$ cat src/rtl/core/dmadl_pkg.sv
// Shared types and constants for the DMA descriptor list builder.
`timescale 1ns / 1ps

package dmadl_pkg;

    // Field widths
    localparam int ADDR_W      = 32;
    localparam int SEG_BYTES_W = 21;
    localparam int RUN_LEN_W   = 22;
    localparam int REQ_W       = 16;
    localparam int CMD_W       = 3;

    // Largest byte count of one descriptor
    localparam logic [RUN_LEN_W-1:0] CHUNK_BYTES = RUN_LEN_W'(16'hfe00);

    // Results given for one segment at most
    localparam int RESULT_CAP = 20;
    localparam int RES_CNT_W  = 5;

    // Descriptor command codes
    localparam logic [CMD_W-1:0] CMD_OUTPUT_MORE = 3'd0;
    localparam logic [CMD_W-1:0] CMD_OUTPUT_LAST = 3'd1;
    localparam logic [CMD_W-1:0] CMD_INPUT_MORE  = 3'd2;
    localparam logic [CMD_W-1:0] CMD_INPUT_LAST  = 3'd3;
    localparam logic [CMD_W-1:0] CMD_STOP        = 3'd4;

    // One result item
    typedef struct packed {
        logic [CMD_W-1:0]  command;
        logic [REQ_W-1:0]  byte_count;
        logic [ADDR_W-1:0] phys_addr;
        logic              status;
        logic              end_of_run;
    } res_t;

    // Operation request to the shared adder
    typedef struct packed {
        logic [ADDR_W-1:0] a;
        logic [ADDR_W-1:0] b;
        logic              sub;
    } alu_req_t;

endpackage

$ cat src/rtl/core/dmadl_alu.sv
// Shared 32-bit add/subtract unit used by the descriptor sequencer.
`timescale 1ns / 1ps

module dmadl_alu (
    input  dmadl_pkg::alu_req_t           req,
    output logic [dmadl_pkg::ADDR_W-1:0]  sum
);

    // Add or subtract modulo 2^32
    assign sum = req.sub ? (req.a - req.b) : (req.a + req.b);

endmodule

$ cat src/rtl/core/dmadl_seq.sv
// Sequencer and run state of the descriptor list builder.
`timescale 1ns / 1ps

module dmadl_seq #(
    parameter int MAX_DESCRIPTORS   = 256,
    parameter int MAX_SEGMENT_BYTES = 1048576
) (
    input  logic                                 aclk,
    input  logic                                 aresetn,
    input  logic                                 in_valid,
    output logic                                 in_ready,
    input  logic [dmadl_pkg::ADDR_W-1:0]         seg_addr,
    input  logic [dmadl_pkg::SEG_BYTES_W-1:0]    seg_bytes,
    input  logic                                 write_dir,
    input  logic                                 last_segment,
    input  logic                                 out_free,
    output logic                                 push,
    output dmadl_pkg::res_t                      res,
    output dmadl_pkg::alu_req_t                  alu_req,
    input  logic [dmadl_pkg::ADDR_W-1:0]         alu_sum
);

    localparam int DCNT_W = $clog2(MAX_DESCRIPTORS);
    localparam logic [DCNT_W-1:0] DCNT_LAST = DCNT_W'(MAX_DESCRIPTORS - 1);
    localparam int MAXB_W = $clog2(MAX_SEGMENT_BYTES + 1);
    localparam int CMP_W  = (MAXB_W > dmadl_pkg::SEG_BYTES_W) ? MAXB_W
                                                              : dmadl_pkg::SEG_BYTES_W;
    localparam logic [dmadl_pkg::ADDR_W-1:0] CHUNK_W32 =
        dmadl_pkg::ADDR_W'(dmadl_pkg::CHUNK_BYTES);

    localparam logic [2:0] S_IDLE      = 3'd0;
    localparam logic [2:0] S_MATCH     = 3'd1;
    localparam logic [2:0] S_MERGE     = 3'd2;
    localparam logic [2:0] S_SPLIT     = 3'd3;
    localparam logic [2:0] S_DRAIN     = 3'd4;
    localparam logic [2:0] S_DRAIN_LEN = 3'd5;
    localparam logic [2:0] S_LAST      = 3'd6;
    localparam logic [2:0] S_STOP      = 3'd7;

    logic [2:0]                            state_reg, state_next;
    logic [dmadl_pkg::ADDR_W-1:0]          seg_addr_reg, seg_addr_next;
    logic [dmadl_pkg::SEG_BYTES_W-1:0]     seg_bytes_reg, seg_bytes_next;
    logic                                  last_reg, last_next;
    logic [dmadl_pkg::ADDR_W-1:0]          run_start_reg, run_start_next;
    logic [dmadl_pkg::RUN_LEN_W-1:0]       run_length_reg, run_length_next;
    logic                                  run_open_reg, run_open_next;
    logic [DCNT_W-1:0]                     desc_count_reg, desc_count_next;
    logic                                  overflowed_reg, overflowed_next;
    logic                                  in_transfer_reg, in_transfer_next;
    logic                                  direction_reg, direction_next;
    logic [dmadl_pkg::RES_CNT_W-1:0]       res_cnt_reg, res_cnt_next;

    logic                                  data_req;
    logic [dmadl_pkg::RUN_LEN_W-1:0]       data_cnt;
    logic [dmadl_pkg::ADDR_W-1:0]          data_addr;
    logic                                  data_last;
    logic                                  res_req;
    logic [dmadl_pkg::SEG_BYTES_W-1:0]     seg_sat;

    assign in_ready = (state_reg == S_IDLE);

    // Saturate the segment length
    assign seg_sat = (CMP_W'(seg_bytes) > CMP_W'(MAX_SEGMENT_BYTES))
                   ? dmadl_pkg::SEG_BYTES_W'(MAX_SEGMENT_BYTES) : seg_bytes;

    always_comb begin
        state_next       = state_reg;
        seg_addr_next    = seg_addr_reg;
        seg_bytes_next   = seg_bytes_reg;
        last_next        = last_reg;
        run_start_next   = run_start_reg;
        run_length_next  = run_length_reg;
        run_open_next    = run_open_reg;
        desc_count_next  = desc_count_reg;
        overflowed_next  = overflowed_reg;
        in_transfer_next = in_transfer_reg;
        direction_next   = direction_reg;
        res_cnt_next     = res_cnt_reg;
        data_req         = 1'b0;
        data_cnt         = run_length_reg;
        data_addr        = run_start_reg;
        data_last        = 1'b0;
        res_req          = 1'b0;
        res              = '0;
        push             = 1'b0;
        alu_req          = '{a: run_start_reg,
                             b: dmadl_pkg::ADDR_W'(run_length_reg),
                             sub: 1'b0};

        unique case (state_reg)
            S_IDLE: begin
                if (in_valid) begin
                    seg_addr_next  = seg_addr;
                    seg_bytes_next = seg_sat;
                    last_next      = last_segment;
                    res_cnt_next   = '0;
                    if (!in_transfer_reg) begin
                        in_transfer_next = 1'b1;
                        direction_next   = write_dir;
                        desc_count_next  = '0;
                        overflowed_next  = 1'b0;
                        run_open_next    = 1'b0;
                        run_start_next   = '0;
                        run_length_next  = '0;
                    end
                    state_next = S_MATCH;
                end
            end
            // Compare run end against the new segment address
            S_MATCH: begin
                if (seg_bytes_reg == '0) begin
                    state_next = S_LAST;
                end else if (run_open_reg && (alu_sum == seg_addr_reg)) begin
                    state_next = S_MERGE;
                end else begin
                    state_next = S_SPLIT;
                end
            end
            // Extend the open run
            S_MERGE: begin
                alu_req = '{a: dmadl_pkg::ADDR_W'(run_length_reg),
                            b: dmadl_pkg::ADDR_W'(seg_bytes_reg),
                            sub: 1'b0};
                run_length_next = alu_sum[dmadl_pkg::RUN_LEN_W-1:0];
                state_next      = S_DRAIN;
            end
            // Flush the held run and open a new one
            S_SPLIT: begin
                if (out_free) begin
                    data_req        = run_open_reg;
                    run_start_next  = seg_addr_reg;
                    run_length_next = dmadl_pkg::RUN_LEN_W'(seg_bytes_reg);
                    run_open_next   = 1'b1;
                    state_next      = S_DRAIN;
                end
            end
            // Emit one full chunk and advance the run start, or go on to S_LAST when none remains
            S_DRAIN: begin
                if (run_length_reg > dmadl_pkg::CHUNK_BYTES) begin
                    if (out_free) begin
                        data_req       = 1'b1;
                        data_cnt       = dmadl_pkg::CHUNK_BYTES;
                        alu_req        = '{a: run_start_reg, b: CHUNK_W32, sub: 1'b0};
                        run_start_next = alu_sum;
                        state_next     = S_DRAIN_LEN;
                    end
                end else begin
                    state_next = S_LAST;
                end
            end
            // Shrink the run length by one chunk
            S_DRAIN_LEN: begin
                alu_req = '{a: dmadl_pkg::ADDR_W'(run_length_reg),
                            b: CHUNK_W32,
                            sub: 1'b1};
                run_length_next = alu_sum[dmadl_pkg::RUN_LEN_W-1:0];
                state_next      = S_DRAIN;
            end
            // Emit the held run as the final descriptor on the last segment, else return to idle
            S_LAST: begin
                if (!last_reg) begin
                    state_next = S_IDLE;
                end else if (out_free) begin
                    data_req   = run_open_reg;
                    data_last  = 1'b1;
                    state_next = S_STOP;
                end
            end
            // Close the transfer with a stop or error result
            S_STOP: begin
                if (out_free) begin
                    res_req          = 1'b1;
                    res.command      = dmadl_pkg::CMD_STOP;
                    res.status       = overflowed_reg;
                    res.end_of_run   = 1'b1;
                    in_transfer_next = 1'b0;
                    run_open_next    = 1'b0;
                    run_start_next   = '0;
                    run_length_next  = '0;
                    desc_count_next  = '0;
                    overflowed_next  = 1'b0;
                    state_next       = S_IDLE;
                end
            end
        endcase

        // Count the descriptor or raise overflow
        if (data_req && !overflowed_reg) begin
            if (desc_count_reg == DCNT_LAST) begin
                overflowed_next = 1'b1;
            end else begin
                desc_count_next = desc_count_reg + 1'b1;
                res_req         = 1'b1;
                res.byte_count  = data_cnt[dmadl_pkg::REQ_W-1:0];
                res.phys_addr   = data_addr;
                if (direction_reg) begin
                    res.command = data_last ? dmadl_pkg::CMD_OUTPUT_LAST
                                            : dmadl_pkg::CMD_OUTPUT_MORE;
                end else begin
                    res.command = data_last ? dmadl_pkg::CMD_INPUT_LAST
                                            : dmadl_pkg::CMD_INPUT_MORE;
                end
            end
        end

        // Drop results beyond the per-segment cap
        if (res_req && (res_cnt_reg != dmadl_pkg::RES_CNT_W'(dmadl_pkg::RESULT_CAP))) begin
            push         = 1'b1;
            res_cnt_next = res_cnt_reg + 1'b1;
        end
    end

    always_ff @(posedge aclk) begin
        if (!aresetn) begin
            state_reg       <= S_IDLE;
            run_start_reg   <= '0;
            run_length_reg  <= '0;
            run_open_reg    <= 1'b0;
            desc_count_reg  <= '0;
            overflowed_reg  <= 1'b0;
            in_transfer_reg <= 1'b0;
            direction_reg   <= 1'b0;
            res_cnt_reg     <= '0;
        end else begin
            state_reg       <= state_next;
            run_start_reg   <= run_start_next;
            run_length_reg  <= run_length_next;
            run_open_reg    <= run_open_next;
            desc_count_reg  <= desc_count_next;
            overflowed_reg  <= overflowed_next;
            in_transfer_reg <= in_transfer_next;
            direction_reg   <= direction_next;
            res_cnt_reg     <= res_cnt_next;
        end
    end

    // Segment payload holds no reset
    always_ff @(posedge aclk) begin
        seg_addr_reg  <= seg_addr_next;
        seg_bytes_reg <= seg_bytes_next;
        last_reg      <= last_next;
    end

    a_overflow_at_limit: assert property (@(posedge aclk) disable iff (!aresetn)
        overflowed_reg |-> (desc_count_reg == DCNT_LAST))
        else $error("overflow set below the descriptor limit");

    a_push_needs_room: assert property (@(posedge aclk) disable iff (!aresetn)
        push |-> out_free)
        else $error("result pushed into a full output register");

    a_closed_run_empty: assert property (@(posedge aclk) disable iff (!aresetn)
        !run_open_reg |-> (run_length_reg == '0))
        else $error("closed run holds bytes");

    a_idle_run_drained: assert property (@(posedge aclk) disable iff (!aresetn)
        ((state_reg == S_IDLE) && run_open_reg) |->
            (run_length_reg <= dmadl_pkg::CHUNK_BYTES))
        else $error("held run exceeds one chunk between segments");

endmodule

$ cat src/rtl/core/dma_descriptor_list_builder.sv
// Top level of the DMA descriptor list builder: sequencer, adder and output register.
// Each accepted segment holds the input through the accepting idle state, the compare
// of the run end, the merge or split of the run, the check that finds no full chunk
// left and the finish; every full 65024-byte chunk cut from the run adds an emit step
// and a length step, and the last segment adds the stop result. A zero-length segment
// skips the merge and the chunk check. The pace is set by the single shared 32-bit
// adder, which forms the run end, the run start and the run length in turn, and by the
// one-entry output register: the split, chunk, final and stop states wait while a result
// is still untaken. s_ready is high only between segments.
`timescale 1ns / 1ps

module dma_descriptor_list_builder #(
    parameter int MAX_DESCRIPTORS   = 256,
    parameter int MAX_SEGMENT_BYTES = 1048576
) (
    input  logic                                aclk,
    input  logic                                aresetn,
    input  logic                                s_valid,
    output logic                                s_ready,
    input  logic [dmadl_pkg::ADDR_W-1:0]        s_seg_addr,
    input  logic [dmadl_pkg::SEG_BYTES_W-1:0]   s_seg_bytes,
    input  logic                                s_write_dir,
    input  logic                                s_last_segment,
    output logic                                m_valid,
    input  logic                                m_ready,
    output logic [dmadl_pkg::CMD_W-1:0]         m_command,
    output logic [dmadl_pkg::REQ_W-1:0]         m_byte_count,
    output logic [dmadl_pkg::ADDR_W-1:0]        m_phys_addr,
    output logic                                m_status,
    output logic                                m_end_of_run
);

    logic                          out_free;
    logic                          push;
    dmadl_pkg::res_t               res;
    dmadl_pkg::alu_req_t           alu_req;
    logic [dmadl_pkg::ADDR_W-1:0]  alu_sum;
    logic                          m_valid_reg, m_valid_next;
    dmadl_pkg::res_t               res_reg, res_next;

    dmadl_seq #(
        .MAX_DESCRIPTORS   (MAX_DESCRIPTORS),
        .MAX_SEGMENT_BYTES (MAX_SEGMENT_BYTES)
    ) u_seq (
        .aclk         (aclk),
        .aresetn      (aresetn),
        .in_valid     (s_valid),
        .in_ready     (s_ready),
        .seg_addr     (s_seg_addr),
        .seg_bytes    (s_seg_bytes),
        .write_dir    (s_write_dir),
        .last_segment (s_last_segment),
        .out_free     (out_free),
        .push         (push),
        .res          (res),
        .alu_req      (alu_req),
        .alu_sum      (alu_sum)
    );

    dmadl_alu u_alu (
        .req (alu_req),
        .sum (alu_sum)
    );

    // Output register: free when empty or being taken this cycle
    assign out_free = !m_valid_reg || m_ready;

    always_comb begin
        m_valid_next = m_valid_reg;
        res_next     = res_reg;
        if (push) begin
            m_valid_next = 1'b1;
            res_next     = res;
        end else if (m_ready) begin
            m_valid_next = 1'b0;
        end
    end

    always_ff @(posedge aclk) begin
        if (!aresetn) begin
            m_valid_reg <= 1'b0;
        end else begin
            m_valid_reg <= m_valid_next;
        end
    end

    always_ff @(posedge aclk) begin
        res_reg <= res_next;
    end

    assign m_valid      = m_valid_reg;
    assign m_command    = res_reg.command;
    assign m_byte_count = res_reg.byte_count;
    assign m_phys_addr  = res_reg.phys_addr;
    assign m_status     = res_reg.status;
    assign m_end_of_run = res_reg.end_of_run;

endmodule

$ cat config.mk
export PLATFORM = sky130hd
export DESIGN_NAME = dma_descriptor_list_builder
export DESIGN_NICKNAME = d
export VERILOG_FILES = /design/src/rtl/core/dmadl_pkg.sv /design/src/rtl/core/dmadl_alu.sv /design/src/rtl/core/dmadl_seq.sv /design/src/rtl/core/dma_descriptor_list_builder.sv
export SDC_FILE = /design/constraint.sdc
export NUM_CORES = 1
export LEC_CHECK = 0
export BUFFER_PORTS_ARGS = -buffer_cell sky130_fd_sc_hd__buf_2
export CORE_UTILIZATION = 50
export CTS_CLUSTER_DIAMETER = 50
export DETAILED_ROUTE_END_ITERATION = 8
export HOLD_SLACK_MARGIN = 0.03
export PLACE_DENSITY = 0.8
export SYNTH_ARGS = -nofsm -noshare
export SYNTH_HDL_FRONTEND = slang
export SYNTH_SLANG_ARGS = --single-unit
$ cat constraint.sdc
create_clock -name aclk -period 13.8 [get_ports aclk]
set_clock_uncertainty 0.15 [all_clocks]
set_input_delay 2.76 -clock aclk [delete_from_list [all_inputs] [get_ports aclk]]
set_output_delay 2.76 -clock aclk [all_outputs]
set_load 0.1 [all_outputs]
# After elaboration in Yosys (flattened, before gate mapping)
# Cells that the tools add are included.
word_totals:
  reg_bits: 182
  inputBits: 59
  out_inout_bits: 55
  elab_cells: 142
classes:
  addsub: 4
  order_cmp: 2
  n_eq_ne: 18
  n_mux: 72
  bitwise: 2
  n_reduce_logical: 26
op_table:
  columns: ["cell", "count"]
  rows:
  - ["2-to-1 mux 32 bit", 7]
  - ["one-hot mux 65 bit (3 select lines)", 1]
  - ["one-hot mux 32 bit (4 select lines)", 1]
  - ["2-to-1 mux 51 bit", 2]
  - ["2-to-1 mux 22 bit", 4]
  - ["one-hot mux 22 bit (4 select lines)", 1]
  - ["2-to-1 mux 16 bit", 3]
  - ["2-to-1 mux 23 bit", 2]
  - ["2-to-1 mux 8 bit", 5]
  - ["2-to-1 mux 3 bit", 11]
  - ["adder 32 bit", 1]
  - ["== test 32 bit", 1]
  - ["subtractor 32 bit", 1]
  - ["2-to-1 mux 1 bit", 26]
  - ["greater-than comparator 22 x 16 -> 1 bit (second input constant)", 1]
  - ["greater-than comparator 21 bit (second input constant)", 1]
  - ["logical NOT 21 bit", 1]
  - ["one-hot mux 3 bit (7 select lines)", 1]
  - ["one-hot mux 8 bit (2 select lines)", 1]
  - ["2-to-1 mux 5 bit", 3]
  - ["AND reduction 5 bit", 3]
  - ["== test 3 bit (second input constant)", 4]
  - ["!= test 2 bit (second input constant)", 5]
  - ["adder 8 x 1 -> 8 bit (second input constant)", 1]
  - ["other kinds (21)", 37]

# Longest topological paths before layout
depth:
  depth_word: 12
  depth_mapped: 30
  ltp_nobuf: 26

# Hierarchy
# From an unflattened synthesis, not the netlist that was laid out.
hier_totals:
  cells_unflattened: 1138
  area_unflattened_um2: 11070.6
modules_own_cells:
  columns: ["module", "n_inst", "cells_each", "area_each_um2", "seq_area_each_um2"]
  rows:
  - ["dmadl_seq", 1, 725, 7031.7, 3103.0]
  - ["dmadl_alu", 1, 356, 2398.6, 0.0]
  - ["dma_descriptor_list_builder", 1, 57, 1640.3, 1611.5]

# Worst setup path before layout
# Ideal clock, no wire load.
synth_timing:
  path_type: "input to register"
  from: "input m_ready"
  to: "register u_seq.state_reg[0]"
  setup_ps: 127
  arrival_ps: 7530
  required_time_ps: 13523
  setup_slack_ps: 5993
  stages: 26
  n_path_buf: 3
  path_cell_list: "nand2b_1 -> clkbuf_1 -> a21oi_2 -> clkbuf_1 -> a22o_1 -> inv_1 -> ha_1 -> o21a_1 -> nand2_1 -> a21oi_1 -> nand4_1 -> nor3_1 -> a21oi_1 -> xnor2_1 -> ha_1 -> clkbuf_1 -> and3_1 -> o21a_1 -> a311o_1 -> a21o_1 -> a31oi_1 -> o211ai_1 -> o211ai_1 -> xnor3_1 -> nor2_1 -> a21oi_1"
synth_between:
  elab_chain_len: 11
  word_cells_on_any_way: 17
  classes_between: "2 x add/sub; 5 x eq/ne; 7 x mux; 3 x reduce/logical"
synth_lines:
  columns: ["element", "line", "text"]
  rows:
  - ["start: declaration", "dma_descriptor_list_builder.sv:25", "input logic m_ready,"]
  - ["logical OR 1 bit *", "dma_descriptor_list_builder.sv:66", "assign out_free = !m_valid_reg || m_ready;"]
  - ["2-to-1 mux 23 bit", "dmadl_seq.sv:140", "if (out_free) begin"]
  - ["2-to-1 mux 23 bit", "dmadl_seq.sv:139", "if (run_length_reg > dmadl_pkg::CHUNK_BYTES) begin"]
  - ["one-hot mux 65 bit (3 select lines)", "dmadl_seq.sv:90", "unique case (state_reg)"]
  - ["adder 32 bit or subtractor 32 bit (tied branches)", "dmadl_alu.sv:10", "assign sum = req.sub ? (req.a - req.b) : (req.a + req.b);"]
  - ["2-to-1 mux 32 bit", "dmadl_alu.sv:10", null]
  - ["== test 32 bit", "dmadl_seq.sv:113", "end else if (run_open_reg && (alu_sum == seg_addr_reg)) begin"]
  - ["logical AND 1 bit", "dmadl_seq.sv:113", null]
  - ["2-to-1 mux 1 bit", "dmadl_seq.sv:113", null]
  - ["2-to-1 mux 3 bit", "dmadl_seq.sv:111", "if (seg_bytes_reg == '0) begin"]
  - ["one-hot mux 3 bit (7 select lines)", "dmadl_seq.sv:90", null]
  - ["end signal: assignment", "dmadl_seq.sv:225", "state_reg <= state_next;"]
  - ["end: declaration", "dmadl_seq.sv:40", "logic [2:0] state_reg, state_next;"]
# Mark *: on every way between the ends. The rest lies on a longest branch, timed or not.
# A chain may end at the register's enable or synchronous reset.

# Worst setup path after layout
# Ends and elaborated chain as after synthesis.

==> flow_metrics.env <==
export IMPL_fmax_mhz=115
export IMPL_grt_max_degree=76
export IMPL_grt_overflow=0
export IMPL_crit_end="u_seq.state_reg[0]$_SDFFE_PN0P_"
export IMPL_clockBufferDepth=2
export IMPL_nets=1349
export IMPL_yosys_top_cells_count="nor2_1, edfxtp_1, dfxtp_1, nand2_1, clkbuf_1"
export IMPL_wl_per_cell_um=20.7
export IMPL_maxSlewViolCount=0
export IMPL_gp_congestion=0.953
export IMPL_io_buffers=113
export IMPL_row_count=54
export IMPL_ctsHoldBuffers=0
export IMPL_drcViolationCount=8
export IMPL_crit_type="primary input to register"
export IMPL_drv_cap=0
export IMPL_ios=114
export IMPL_status="complete, but fails checks"
export IMPL_crit_required_ns=13.97
export IMPL_vias=9782
export IMPL_synth_area_um2=11300
export IMPL_postCtsResizedCells=0
export IMPL_regToRegEndpoint="u_seq.state_reg[0]$_SDFFE_PN0P_"
export IMPL_path_cells="buf_2 > nand2b_1 > a21oi_2 > a22o_1 > inv_1 > ha_1 > o21a_1 > nand2_1 > a21oi_1 > nand4_1 > nor3_1 > a31oi_1 > xnor2_1 > ha_1 > a21oi_1 > o21ai_0 > a311o_1 > a21o_1 > a31oi_1 > o211ai_1 > xnor3_1 > nand4_1 > nor4_1 > a21oi_1"
export IMPL_critical_path_max_stage_delay_ns=0.74
export IMPL_clock_sinks=182
export IMPL_cpMostUsedCell="a21oi_1"
export IMPL_first_global_vias=8983
export IMPL_syn2layout_area_growth_pct=10.9
export IMPL_grt_setup_unrepaired="false"
export IMPL_finalSetupViolations=0
export IMPL_grt_pass1_wl_um=50000
export IMPL_yosysWarnings=0
export IMPL_die_x_um=152
export IMPL_drtIter0Drc=1024
export IMPL_worstSetupStartpointType="primary input"
export IMPL_clk_latency_ns=0.44
export IMPL_wl_um=31800
export IMPL_min_period_over_period_pct=63.2
export IMPL_synth_edf_count=107
export IMPL_r2r_start="u_seq.state_reg[2]$_SDFFE_PN0P_"
export IMPL_ant_nets=0
export IMPL_syn_area_per_cell_um2=9.53
export IMPL_synth_top_area_share_pct=28.5
export IMPL_dp_hpwl_um=22400
export IMPL_start_util_pct=51.4
export IMPL_cts_root_buffer="clkbuf_16"
export IMPL_violations="design-rule violations"
export IMPL_hold_path_class="register to register"
export IMPL_synth_seq_cells=182
export IMPL_fin_tns_setup_ns=0
export IMPL_cp_startpoint="m_ready"
export IMPL_htreeDepth=4
export IMPL_worstPathArrival_ns=8.89
export IMPL_coreArea_um2=22000
export IMPL_n_antenna_cell=0
export IMPL_cts_tree="done"
export IMPL_ys_types=76
export IMPL_min_period_ns=8.72
export IMPL_worstRegToRegCells=24
export IMPL_ys_flop_type="edfxtp_1"
export IMPL_cts_setup_buffers=0
export IMPL_ys_seq_area_share_pct=41.8
export IMPL_synth_async_reset_ratio_pct=0
export IMPL_drive_above_1_share_pct=13.7
export IMPL_worst_pin_slew_ns=1.20
export IMPL_viasPerCell=6.36
export IMPL_synthTopCellsByArea="edfxtp_1, dfxtp_1, ha_1, nor2_1, a221oi_1"
export IMPL_die_area_um2=23200
export IMPL_rrSetupSlack_ns=6.08
export IMPL_relSlewSlack_pct=20.0
export IMPL_gr_usage_all_layers_pct=27.6
export IMPL_yosysMostFrequentCell="nor2_1"
export IMPL_antenna_found_initial=0
export IMPL_dr_pass1_iters=7
export IMPL_hold_viol=0
export IMPL_synthCells=1184
export IMPL_cp_end_kind="register"
export IMPL_yosysTopAreaCell="edfxtp_1"
export IMPL_die_h_um=152
export IMPL_cpMaxStageDelayCell="nor3_1"
export IMPL_syn_num_nets=1289
export IMPL_crit_path_max_fanout=17
export IMPL_worstHoldStart="u_seq.res_cnt_reg[3]$_SDFFE_PN0P_"
export IMPL_cts_buffers_inserted=17
export IMPL_path_clk_slew_ns=0.07
## worst max-delay path: cells and delay by family
family | cells | cell delay [ns]
xor+xnor | 2 | 0.55
compound gates | 12 | 3.03
simple gates | 6 | 1.89
buf+inv | 2 | 0.14
fa+ha+maj | 2 | 0.51
## cell usage in the layout, fill, tap and decap left out, types with 24 or more instances in the layout
| cell type | synthesis | final |
|---|---|---|
| a21oi_1 | 66 | 66 |
| a221oi_1 | 49 | 49 |
| and2_1 | 64 | 64 |
| buf_2 | 3 | 113 |
| dfxtp_1 | 75 | 75 |
| edfxtp_1 | 107 | 107 |
| ha_1 | 45 | 45 |
| nand2_1 | 75 | 75 |
| nor2_1 | 118 | 117 |
| nor2b_1 | 26 | 24 |
| nor3b_1 | 44 | 44 |
| o21ai_0 | 56 | 56 |
| xnor2_1 | 37 | 37 |
| xor2_1 | 27 | 27 |
## through the flow
step	utilization (%)	hold WS [ns]	cell area (um^2)	worst slack (ns)	std cells
global route	57.0	0.360	12500	4.71	1537
detailed placement	54.5	0.324	12000	4.84	1505
CTS	57.0	0.341	12500	5.28	1537
global placement	54.5	0.295	12000	5.14	1505
finish	57.0	0.343	12500	5.08	1537
floorplan	-	0.272	11300	5.99	1184
## routing by layer
metal | wire [um] | vias to the layer above | share of wire, % | track usage [%]
met2 | 13900 | 508 | 44 | 42.3
met1 | 14300 | 4673 | 45 | 39.5
met3 | 2870 | 58 | 9.0 | 5.40
met4 | 711 | 0 | 2.2 | 8.50
li1 | - | 4543 | - | -
met5 | 0 | - | 0 | 0
## cell families after synthesis
kind of cell,after synthesis,synth area share [%]
flip-flops,182,41.8
buffers and inverters,100,3.56
AO/OA/AOI/OAI,323,20.2
AND/OR/NAND/NOR,453,21.5
adder cells (fa/ha/maj),46,5.17
multiplexers,4,0.410
XOR/XNOR,76,7.40
## cell type report
class	count	area, um^2
Fill cell	1907	9450
Multi-Input combinational cell	902	6190
Sequential cell	182	4710
Timing Repair Buffer	122	633
Clock buffer	20	447
Tap cell	280	350
Clock inverter	12	101
Inverter	19	71.3
## how the worst min path moves through the flow
| stage | cells past startpoint | end | slack (ns) |
|---|---|---|---|
| after global routing | 1 | u_seq.desc_count_reg[7]$_SDFF_PN0_ | 0.36 |
| after CTS | 1 | u_seq.res_cnt_reg[3]$_SDFFE_PN0P_ | 0.34 |
| after global placement | 1 | u_seq.res_cnt_reg[4]$_SDFFE_PN0P_ | 0.29 |
| after detailed placement | 1 | u_seq.res_cnt_reg[3]$_SDFFE_PN0P_ | 0.32 |
| after floorplan | 1 | u_seq.res_cnt_reg[4]$_SDFFE_PN0P_ | 0.27 |
| final | 1 | u_seq.res_cnt_reg[3]$_SDFFE_PN0P_ | 0.34 |
Power is left out: the tool's default activity adds up to more than one toggle a clock period on the data nets, which glitch-free logic cannot reach.
